**src/rtl/core/rma_pkg.sv**
```systemverilog
package rma_pkg;

    localparam int FRAC      = 14;
    localparam int MW        = FRAC + 2;        // matrix entry width
    localparam int EW        = MW + 1;          // rotation entry width (holds -s)
    localparam int PW        = MW + EW + 2;     // sum of three products
    localparam int VW        = 17;              // vector result width
    localparam int VSW       = MW + 16 + 2;     // sum of three vector products
    localparam int XW        = 34;              // CORDIC x, y (Q30)
    localparam int ZW        = 22;              // CORDIC angle (Q16)
    localparam int STEPS     = 16;
    localparam int SCW       = XW - (30 - FRAC);

    localparam logic signed [XW-1:0] GAIN_Q30   = 34'sd652032874;
    localparam logic signed [ZW-1:0] PI_Q16     = 22'sd205887;
    localparam logic signed [ZW-1:0] HALF_PI_Q16 = 22'sd102944;
    localparam logic signed [ZW-1:0] TWO_PI_Q16 = 22'sd411775;

    localparam logic [1:0] ACT_IDENT  = 2'd0;
    localparam logic [1:0] ACT_ROTATE = 2'd1;
    localparam logic [1:0] ACT_VECTOR = 2'd2;
    localparam logic [1:0] ACT_NOP    = 2'd3;

    localparam logic [1:0] AXIS_X = 2'd0;
    localparam logic [1:0] AXIS_Y = 2'd1;
    localparam logic [1:0] AXIS_Z = 2'd2;

    typedef enum logic [8:0] {
        ST_IDLE  = 9'b000000001,
        ST_ANGLE = 9'b000000010,
        ST_WRAP  = 9'b000000100,
        ST_ROT   = 9'b000001000,
        ST_SC    = 9'b000010000,
        ST_MUL   = 9'b000100000,
        ST_VEC   = 9'b001000000,
        ST_RES   = 9'b010000000,
        ST_NEXT  = 9'b100000000
    } state_t;

    typedef struct packed {
        logic       ident;
        logic       latch;
        logic       ang_load;
        logic       wrap;
        logic       cordic;
        logic       sc_load;
        logic       mul;
        logic       vec;
        logic       out_load;
        logic [1:0] axis;
        logic [3:0] step;
        logic [1:0] col;
    } cmd_t;

    typedef struct packed {
        logic z_reduced;
    } status_t;

    function automatic logic signed [ZW-1:0] atan_q16(input logic [3:0] i);
        case (i)
            4'd0:    atan_q16 = 22'sd51472;
            4'd1:    atan_q16 = 22'sd30386;
            4'd2:    atan_q16 = 22'sd16055;
            4'd3:    atan_q16 = 22'sd8150;
            4'd4:    atan_q16 = 22'sd4091;
            4'd5:    atan_q16 = 22'sd2047;
            4'd6:    atan_q16 = 22'sd1024;
            4'd7:    atan_q16 = 22'sd512;
            4'd8:    atan_q16 = 22'sd256;
            4'd9:    atan_q16 = 22'sd128;
            4'd10:   atan_q16 = 22'sd64;
            4'd11:   atan_q16 = 22'sd32;
            4'd12:   atan_q16 = 22'sd16;
            4'd13:   atan_q16 = 22'sd8;
            4'd14:   atan_q16 = 22'sd4;
            default: atan_q16 = 22'sd2;
        endcase
    endfunction

    // Saturate a wide value to a matrix entry.
    function automatic logic signed [MW-1:0] sat_m(input logic signed [PW-1:0] v);
        logic signed [PW-1:0] hi;
        logic signed [PW-1:0] lo;
        hi = PW'((64'sd1 <<< (MW - 1)) - 64'sd1);
        lo = -hi - PW'(1);
        if (v > hi)      sat_m = hi[MW-1:0];
        else if (v < lo) sat_m = lo[MW-1:0];
        else             sat_m = v[MW-1:0];
    endfunction

    // Element idx (column-major) of the rotation matrix about axis.
    function automatic logic signed [EW-1:0] rot_elem(input logic [1:0] axis,
                                                     input logic [3:0] idx,
                                                     input logic signed [MW-1:0] s,
                                                     input logic signed [MW-1:0] c);
        logic signed [EW-1:0] one;
        logic signed [EW-1:0] se;
        logic signed [EW-1:0] ce;
        one = EW'(1) <<< FRAC;
        se  = EW'(s);
        ce  = EW'(c);
        rot_elem = '0;
        if (idx == 4'd0 || idx == 4'd4 || idx == 4'd8) rot_elem = one;
        case (axis)
            AXIS_X: begin
                case (idx)
                    4'd4, 4'd8: rot_elem = ce;
                    4'd5:       rot_elem = se;
                    4'd7:       rot_elem = -se;
                    default:    ;
                endcase
            end
            AXIS_Y: begin
                case (idx)
                    4'd0, 4'd8: rot_elem = ce;
                    4'd2:       rot_elem = -se;
                    4'd6:       rot_elem = se;
                    default:    ;
                endcase
            end
            default: begin
                case (idx)
                    4'd0, 4'd4: rot_elem = ce;
                    4'd1:       rot_elem = se;
                    4'd3:       rot_elem = -se;
                    default:    ;
                endcase
            end
        endcase
    endfunction

endpackage

```
**src/rtl/core/rma_ctrl.sv**
```systemverilog
module rma_ctrl (
    input  logic             aclk,
    input  logic             aresetn,
    input  logic             s_valid,
    output logic             s_ready,
    input  logic [1:0]       s_action,
    output logic             m_valid,
    input  logic             m_ready,
    input  rma_pkg::status_t st,
    output rma_pkg::cmd_t    cmd
);

    rma_pkg::state_t state_reg, state_next;
    logic [1:0] axis_reg, axis_next;
    logic [3:0] step_reg, step_next;
    logic [1:0] col_reg, col_next;
    logic [1:0] row_reg, row_next;
    logic       mv_reg, mv_next;
    logic       accept;

    assign s_ready = (state_reg == rma_pkg::ST_IDLE);
    assign accept  = s_valid && s_ready;
    assign m_valid = mv_reg;

    always_comb begin
        state_next = state_reg;
        axis_next  = axis_reg;
        step_next  = step_reg;
        col_next   = col_reg;
        row_next   = row_reg;
        mv_next    = mv_reg && !m_ready;
        cmd        = '0;
        cmd.axis   = axis_reg;
        cmd.step   = step_reg;
        cmd.col    = col_reg;
        case (state_reg)
            rma_pkg::ST_IDLE: begin
                if (accept) begin
                    cmd.latch = 1'b1;
                    case (s_action)
                        rma_pkg::ACT_IDENT:  cmd.ident = 1'b1;
                        rma_pkg::ACT_ROTATE: begin
                            axis_next  = rma_pkg::AXIS_Z;
                            state_next = rma_pkg::ST_ANGLE;
                        end
                        rma_pkg::ACT_VECTOR: begin
                            row_next   = 2'd0;
                            state_next = rma_pkg::ST_VEC;
                        end
                        default: ;
                    endcase
                end
            end
            rma_pkg::ST_ANGLE: begin
                cmd.ang_load = 1'b1;
                state_next   = rma_pkg::ST_WRAP;
            end
            rma_pkg::ST_WRAP: begin
                cmd.wrap = 1'b1;
                if (st.z_reduced) begin
                    step_next  = '0;
                    state_next = rma_pkg::ST_ROT;
                end
            end
            rma_pkg::ST_ROT: begin
                cmd.cordic = 1'b1;
                step_next  = step_reg + 4'd1;
                if (step_reg == 4'(rma_pkg::STEPS - 1)) state_next = rma_pkg::ST_SC;
            end
            rma_pkg::ST_SC: begin
                cmd.sc_load = 1'b1;
                col_next    = '0;
                row_next    = '0;
                state_next  = rma_pkg::ST_MUL;
            end
            rma_pkg::ST_MUL: begin
                cmd.mul  = 1'b1;
                col_next = (col_reg == 2'd2) ? 2'd0 : col_reg + 2'd1;
                if (col_reg == 2'd2) begin
                    row_next = row_reg + 2'd1;
                    if (row_reg == 2'd2) state_next = rma_pkg::ST_NEXT;
                end
            end
            rma_pkg::ST_NEXT: begin
                if (axis_reg == rma_pkg::AXIS_X) begin
                    state_next = rma_pkg::ST_IDLE;
                end else begin
                    axis_next  = axis_reg - 2'd1;
                    state_next = rma_pkg::ST_ANGLE;
                end
            end
            rma_pkg::ST_VEC: begin
                cmd.vec  = 1'b1;
                row_next = row_reg + 2'd1;
                if (row_reg == 2'd2) state_next = rma_pkg::ST_RES;
            end
            rma_pkg::ST_RES: begin
                if (!mv_reg || m_ready) begin
                    cmd.out_load = 1'b1;
                    mv_next      = 1'b1;
                    state_next   = rma_pkg::ST_IDLE;
                end
            end
            default: state_next = rma_pkg::ST_IDLE;
        endcase
    end

    always_ff @(posedge aclk) begin
        if (!aresetn) begin
            state_reg <= rma_pkg::ST_IDLE;
            axis_reg  <= '0;
            step_reg  <= '0;
            col_reg   <= '0;
            row_reg   <= '0;
            mv_reg    <= 1'b0;
        end else begin
            state_reg <= state_next;
            axis_reg  <= axis_next;
            step_reg  <= step_next;
            col_reg   <= col_next;
            row_reg   <= row_next;
            mv_reg    <= mv_next;
        end
    end

    a_load_free: assert property (@(posedge aclk) disable iff (!aresetn)
        cmd.out_load |-> (!mv_reg || m_ready))
        else $error("result loaded over an unread result");
    a_col_range: assert property (@(posedge aclk) disable iff (!aresetn)
        col_reg != 2'd3)
        else $error("column counter out of range");
    a_mul_from_sc: assert property (@(posedge aclk) disable iff (!aresetn)
        $rose(state_reg == rma_pkg::ST_MUL) |-> $past(state_reg == rma_pkg::ST_SC))
        else $error("product started without sine and cosine");
    a_valid_rise: assert property (@(posedge aclk) disable iff (!aresetn)
        $rose(mv_reg) |-> $past(state_reg == rma_pkg::ST_RES))
        else $error("result raised outside the result state");

endmodule

```
**config.mk**
```make
export PLATFORM = sky130hd
export DESIGN_NAME = rma_ctrl
export DESIGN_NICKNAME = d
export VERILOG_FILES = /design/src/rtl/core/rma_pkg.sv /design/src/rtl/core/rma_ctrl.sv
export SDC_FILE = /design/constraint.sdc
export NUM_CORES = 1
export LEC_CHECK = 0
export ABC_AREA = 1
export BUFFER_PORTS_ARGS = -buffer_cell sky130_fd_sc_hd__buf_2
export CAP_MARGIN = 20
export CORE_ASPECT_RATIO = 1.75
export CORE_UTILIZATION = 25
export DETAILED_ROUTE_END_ITERATION = 12
export PLACE_DENSITY = 0.43
export SETUP_SLACK_MARGIN = 0.02
export SLEW_MARGIN = 0
export SYNTH_ARGS = -nofsm -noshare
export SYNTH_HDL_FRONTEND = slang
export SYNTH_SLANG_ARGS = --single-unit
export TNS_END_PERCENT = 50
```
**constraint.sdc**
```tcl
create_clock -name aclk -period 1.79 [get_ports aclk]
set_input_delay 0.179 -clock aclk [delete_from_list [all_inputs] [get_ports aclk]]
set_output_delay 0.179 -clock aclk [all_outputs]
set_load 0.01 [all_outputs]
```
==> impl_metrics.json <==
{
  "global_route.overflow_total": 0,
  "route.top_layer_used": "met4",
  "post_route_cells_drive_above_1_share": 0.265,
  "synth_nets": 216,
  "r2r_start": "state_reg[6]$_SDFFE_PN0P_",
  "syn_warnings": 0,
  "grt_max_degree": 12,
  "htree_levels": 1,
  "number_of_instances_in_the_synthesized_netlist": 206,
  "f_max_mhz": 598,
  "detailedPlacementHpwl_um": 2940,
  "timing.clock.skew_ps": 2.80,
  "firstDrtPassIters": 4,
  "leakagePower_nw": 0.801,
  "synth_seq_cells": 20,
  "num_io_pins": 26,
  "netlist-cell-type-count": 25,
  "wirelength_um": 3530,
  "maxSlewHeadroom": 0.793,
  "initial_core_util": 0.264,
  "routed_wire_length_per_instance_um": 12.1,
  "r2r_cells": 11,
  "critPathCaptureType": "primary output",
  "clk_latency_ps": 260,
  "critical-path-max-stage-delay_ps": 420,
  "worst_setup_path_startpoint": "state_reg[0]$_SDFFE_PN1P_",
  "report.final.setup_viol": 0,
  "cts-buffers-inserted": 3,
  "die_h_um": 98.4,
  "fp-row-count": 34,
  "drcViolationCount": 0,
  "met3_length_um": 89,
  "number_of_antenna_violations_at_the_first_check_in_global_routing": 0,
  "fp.dieW_um": 57.1,
  "clk_path_buf_depth": 2,
  "met1_length_um": 1370,
  "flow.area_growth_from_synthesis_pct": 20.1,
  "grt_util_all_layers": 0.141,
  "ant_nets": 0,
  "layout.cell_area.non_filler_um2": 1590,
  "pwr_density_cell_nw_per_um2": 1450,
  "setup.reg_to_reg.worst_slack_ps": 200,
  "path_depth": 5,
  "final.min_clock_period_ps": 1670,
  "rsz0062_at_grt": "true",
  "tns_ps": 0,
  "first_iter_violations": 28,
  "status": "complete, no violations",
  "critical-path-top-delay-family": "simple AND/OR/NAND/NOR gates",
  "crit_slowest_cell": "dfxtp_1",
  "hold_path.class": "in -> reg",
  "clock_sink_count": 20,
  "buffer_ports.inserted": 25,
  "finalCritPeriodShare": 0.934,
  "worst-path-buf-inv": 1,
  "clock_root_buffer": "clkbuf_8",
  "n_antenna_cell": 0,
  "number_of_global_route_vias_before_repair": 1317,
  "maxCapViolations": 0,
  "synth_sequential_area_ratio": 0.302,
  "slew_violations": 0,
  "place_congestion": 0.774,
  "path_max_fanout": 6,
  "timing.critical_path.cells": "nand2_1, nor2_2, nand2_2, nor4_1, buf_2",
  "overall_via_count_from_detail_route": 1318,
  "critPathCapture": "cmd[16]",
  "flip_flop_count_of_the_largest_register_after_layout": 9,
  "peak_vdd_ir_v": 0.000591,
  "core_um2": 5020,
  "placedInstanceArea_um2": 1520,
  "arrival_ps": 1490,
  "dieArea_um2": 5610,
  "worstSetupStartpointType": "flip-flop",
  "crit_required_ps": 1610,
  "finalNetCount": 249,
  "post_synth.cell_area_avg_um2": 6.44,
  "final_core_util": 0.317,
  "met2WireLength_um": 2000,
  "max_slew.worst_pin.slew_ps": 310,
  "drt-vias-per-instance": 4.51,
  "worst_setup_hold_path_clk_slew_ps": 80,
  "post-layout-total-power_mw": 2.31,
  "crit_type": "reg -> out",
  "grt_first_pass_wirelength_um": 6110,
  "finalHoldViolations": 0,
  "worst_r2r_endpoint": "state_reg[7]$_SDFFE_PN0P_",
  "syn-cell-area_um2": 1330,
  "cts_tree": "built"
}
## cells in the mapped netlist
| cell | count | area, µm² |
|---|---|---|
| a21oi_1 | 10 | 50.1 |
| a21oi_2 | 1 | 8.76 |
| clkbuf_8 | 1 | 13.8 |
| dfxtp_1 | 20 | 400 |
| ha_1 | 3 | 37.5 |
| inv_1 | 26 | 97.6 |
| inv_2 | 8 | 30.0 |
| nand2_1 | 49 | 184 |
| nand2_2 | 3 | 18.8 |
| nand2_4 | 2 | 22.5 |
| nand3_1 | 18 | 90.1 |
| nand3_2 | 3 | 30.0 |
| nand3_4 | 1 | 17.5 |
| nand4_1 | 2 | 12.5 |
| nor2_1 | 31 | 116 |
| nor2_2 | 5 | 31.3 |
| nor2_4 | 6 | 67.6 |
| nor3_1 | 3 | 15.0 |
| nor4_1 | 1 | 6.26 |
| o21ai_0 | 3 | 15.0 |
| o21ai_1 | 5 | 25.0 |
| or2_0 | 1 | 6.26 |
| or2_1 | 2 | 12.5 |
| or3b_1 | 1 | 8.76 |
| xor2_1 | 1 | 8.76 |
## layer usage
layer  vias up  GRT usage
met3         5     0.0132
met5         -          0
met2        19      0.272
met1       588      0.153
met4         0     0.0507
li1        706          -
## how the worst min path moves through the flow
| stage | start | end | slack (ps) | cells past startpoint |
|---|---|---|---|---|
| after floorplan | aresetn | col_reg[0]$_SDFFE_PN0P_ | 300 | 2 |
| after global routing | aresetn | state_reg[7]$_SDFFE_PN0P_ | 210 | 3 |
| final | aresetn | state_reg[7]$_SDFFE_PN0P_ | 190 | 3 |
| after CTS | aresetn | state_reg[7]$_SDFFE_PN0P_ | 190 | 3 |
| after detailed placement | col_reg[0]$_SDFFE_PN0P_ | col_reg[0]$_SDFFE_PN0P_ | 450 | 1 |
| after global placement | col_reg[0]$_SDFFE_PN0P_ | col_reg[0]$_SDFFE_PN0P_ | 450 | 1 |
## cells by family (layout without fill, tap and decap cells)
group,count (synthesis),after routing,share of synthesized area
buffers and inverters,35,67,0.107
AND/OR/NAND/NOR,128,128,0.482
XOR/XNOR,1,1,0.00660
adder cells (fa/ha/maj),3,3,0.0283
flip-flops,20,20,0.302
AO/OA/AOI/OAI,19,19,0.0745
## layout by cell type (no fill, tap or decap), types with 4 or more instances in the layout
master     n
nand2_1   49
nor2_1    30
inv_1     26
buf_2     25
dfxtp_1   20
nand3_1   18
a21oi_1   10
inv_2      8
nor2_4     6
nor2_2     6
o21ai_1    5
clkbuf_8   4
buf_4      4
## repair_timing
action,4_1_cts,5_1_grt
pin swaps,1,0
buffers inserted,2,0
endpoints found under the setup margin,1,2
hold buffers,0,0
gates resized for setup,0,1
## worst min-delay path, cell delays in order
cell and delay (ps):
buf_2 140, nand2_1 70, nor2_1 30
## report_power, final
group	internal (mW)	leakage [nW]	switching [mW]
clock	0.196	0.0288	0.167
sequential	0.531	0.163	0.0824
combinational	0.469	0.609	0.859
total	1.20	0.801	1.11
## through the flow
| step | setup slack (ps) | hold WS, ps | instances |
|---|---|---|---|
| 2_1_floorplan | 423 | 302 | 206 |
| 3_3_place_gp | 189 | 446 | 286 |
| 3_5_place_dp | 202 | 448 | 286 |
| 4_1_cts | 78.5 | 190 | 292 |
| 5_1_grt | 6.95 | 210 | 292 |
| 6_report | 118 | 191 | 292 |
## area by class of cell
type / instances / area (µm²)
fillers: 592 / 3430
flip-flops and latches: 20 / 400
well taps: 54 / 67.6
multi-input cells: 151 / 787
repair buffers: 29 / 155
inverters: 34 / 128
clock buffers: 4 / 55.1
(Power assumes the default switching activity.)
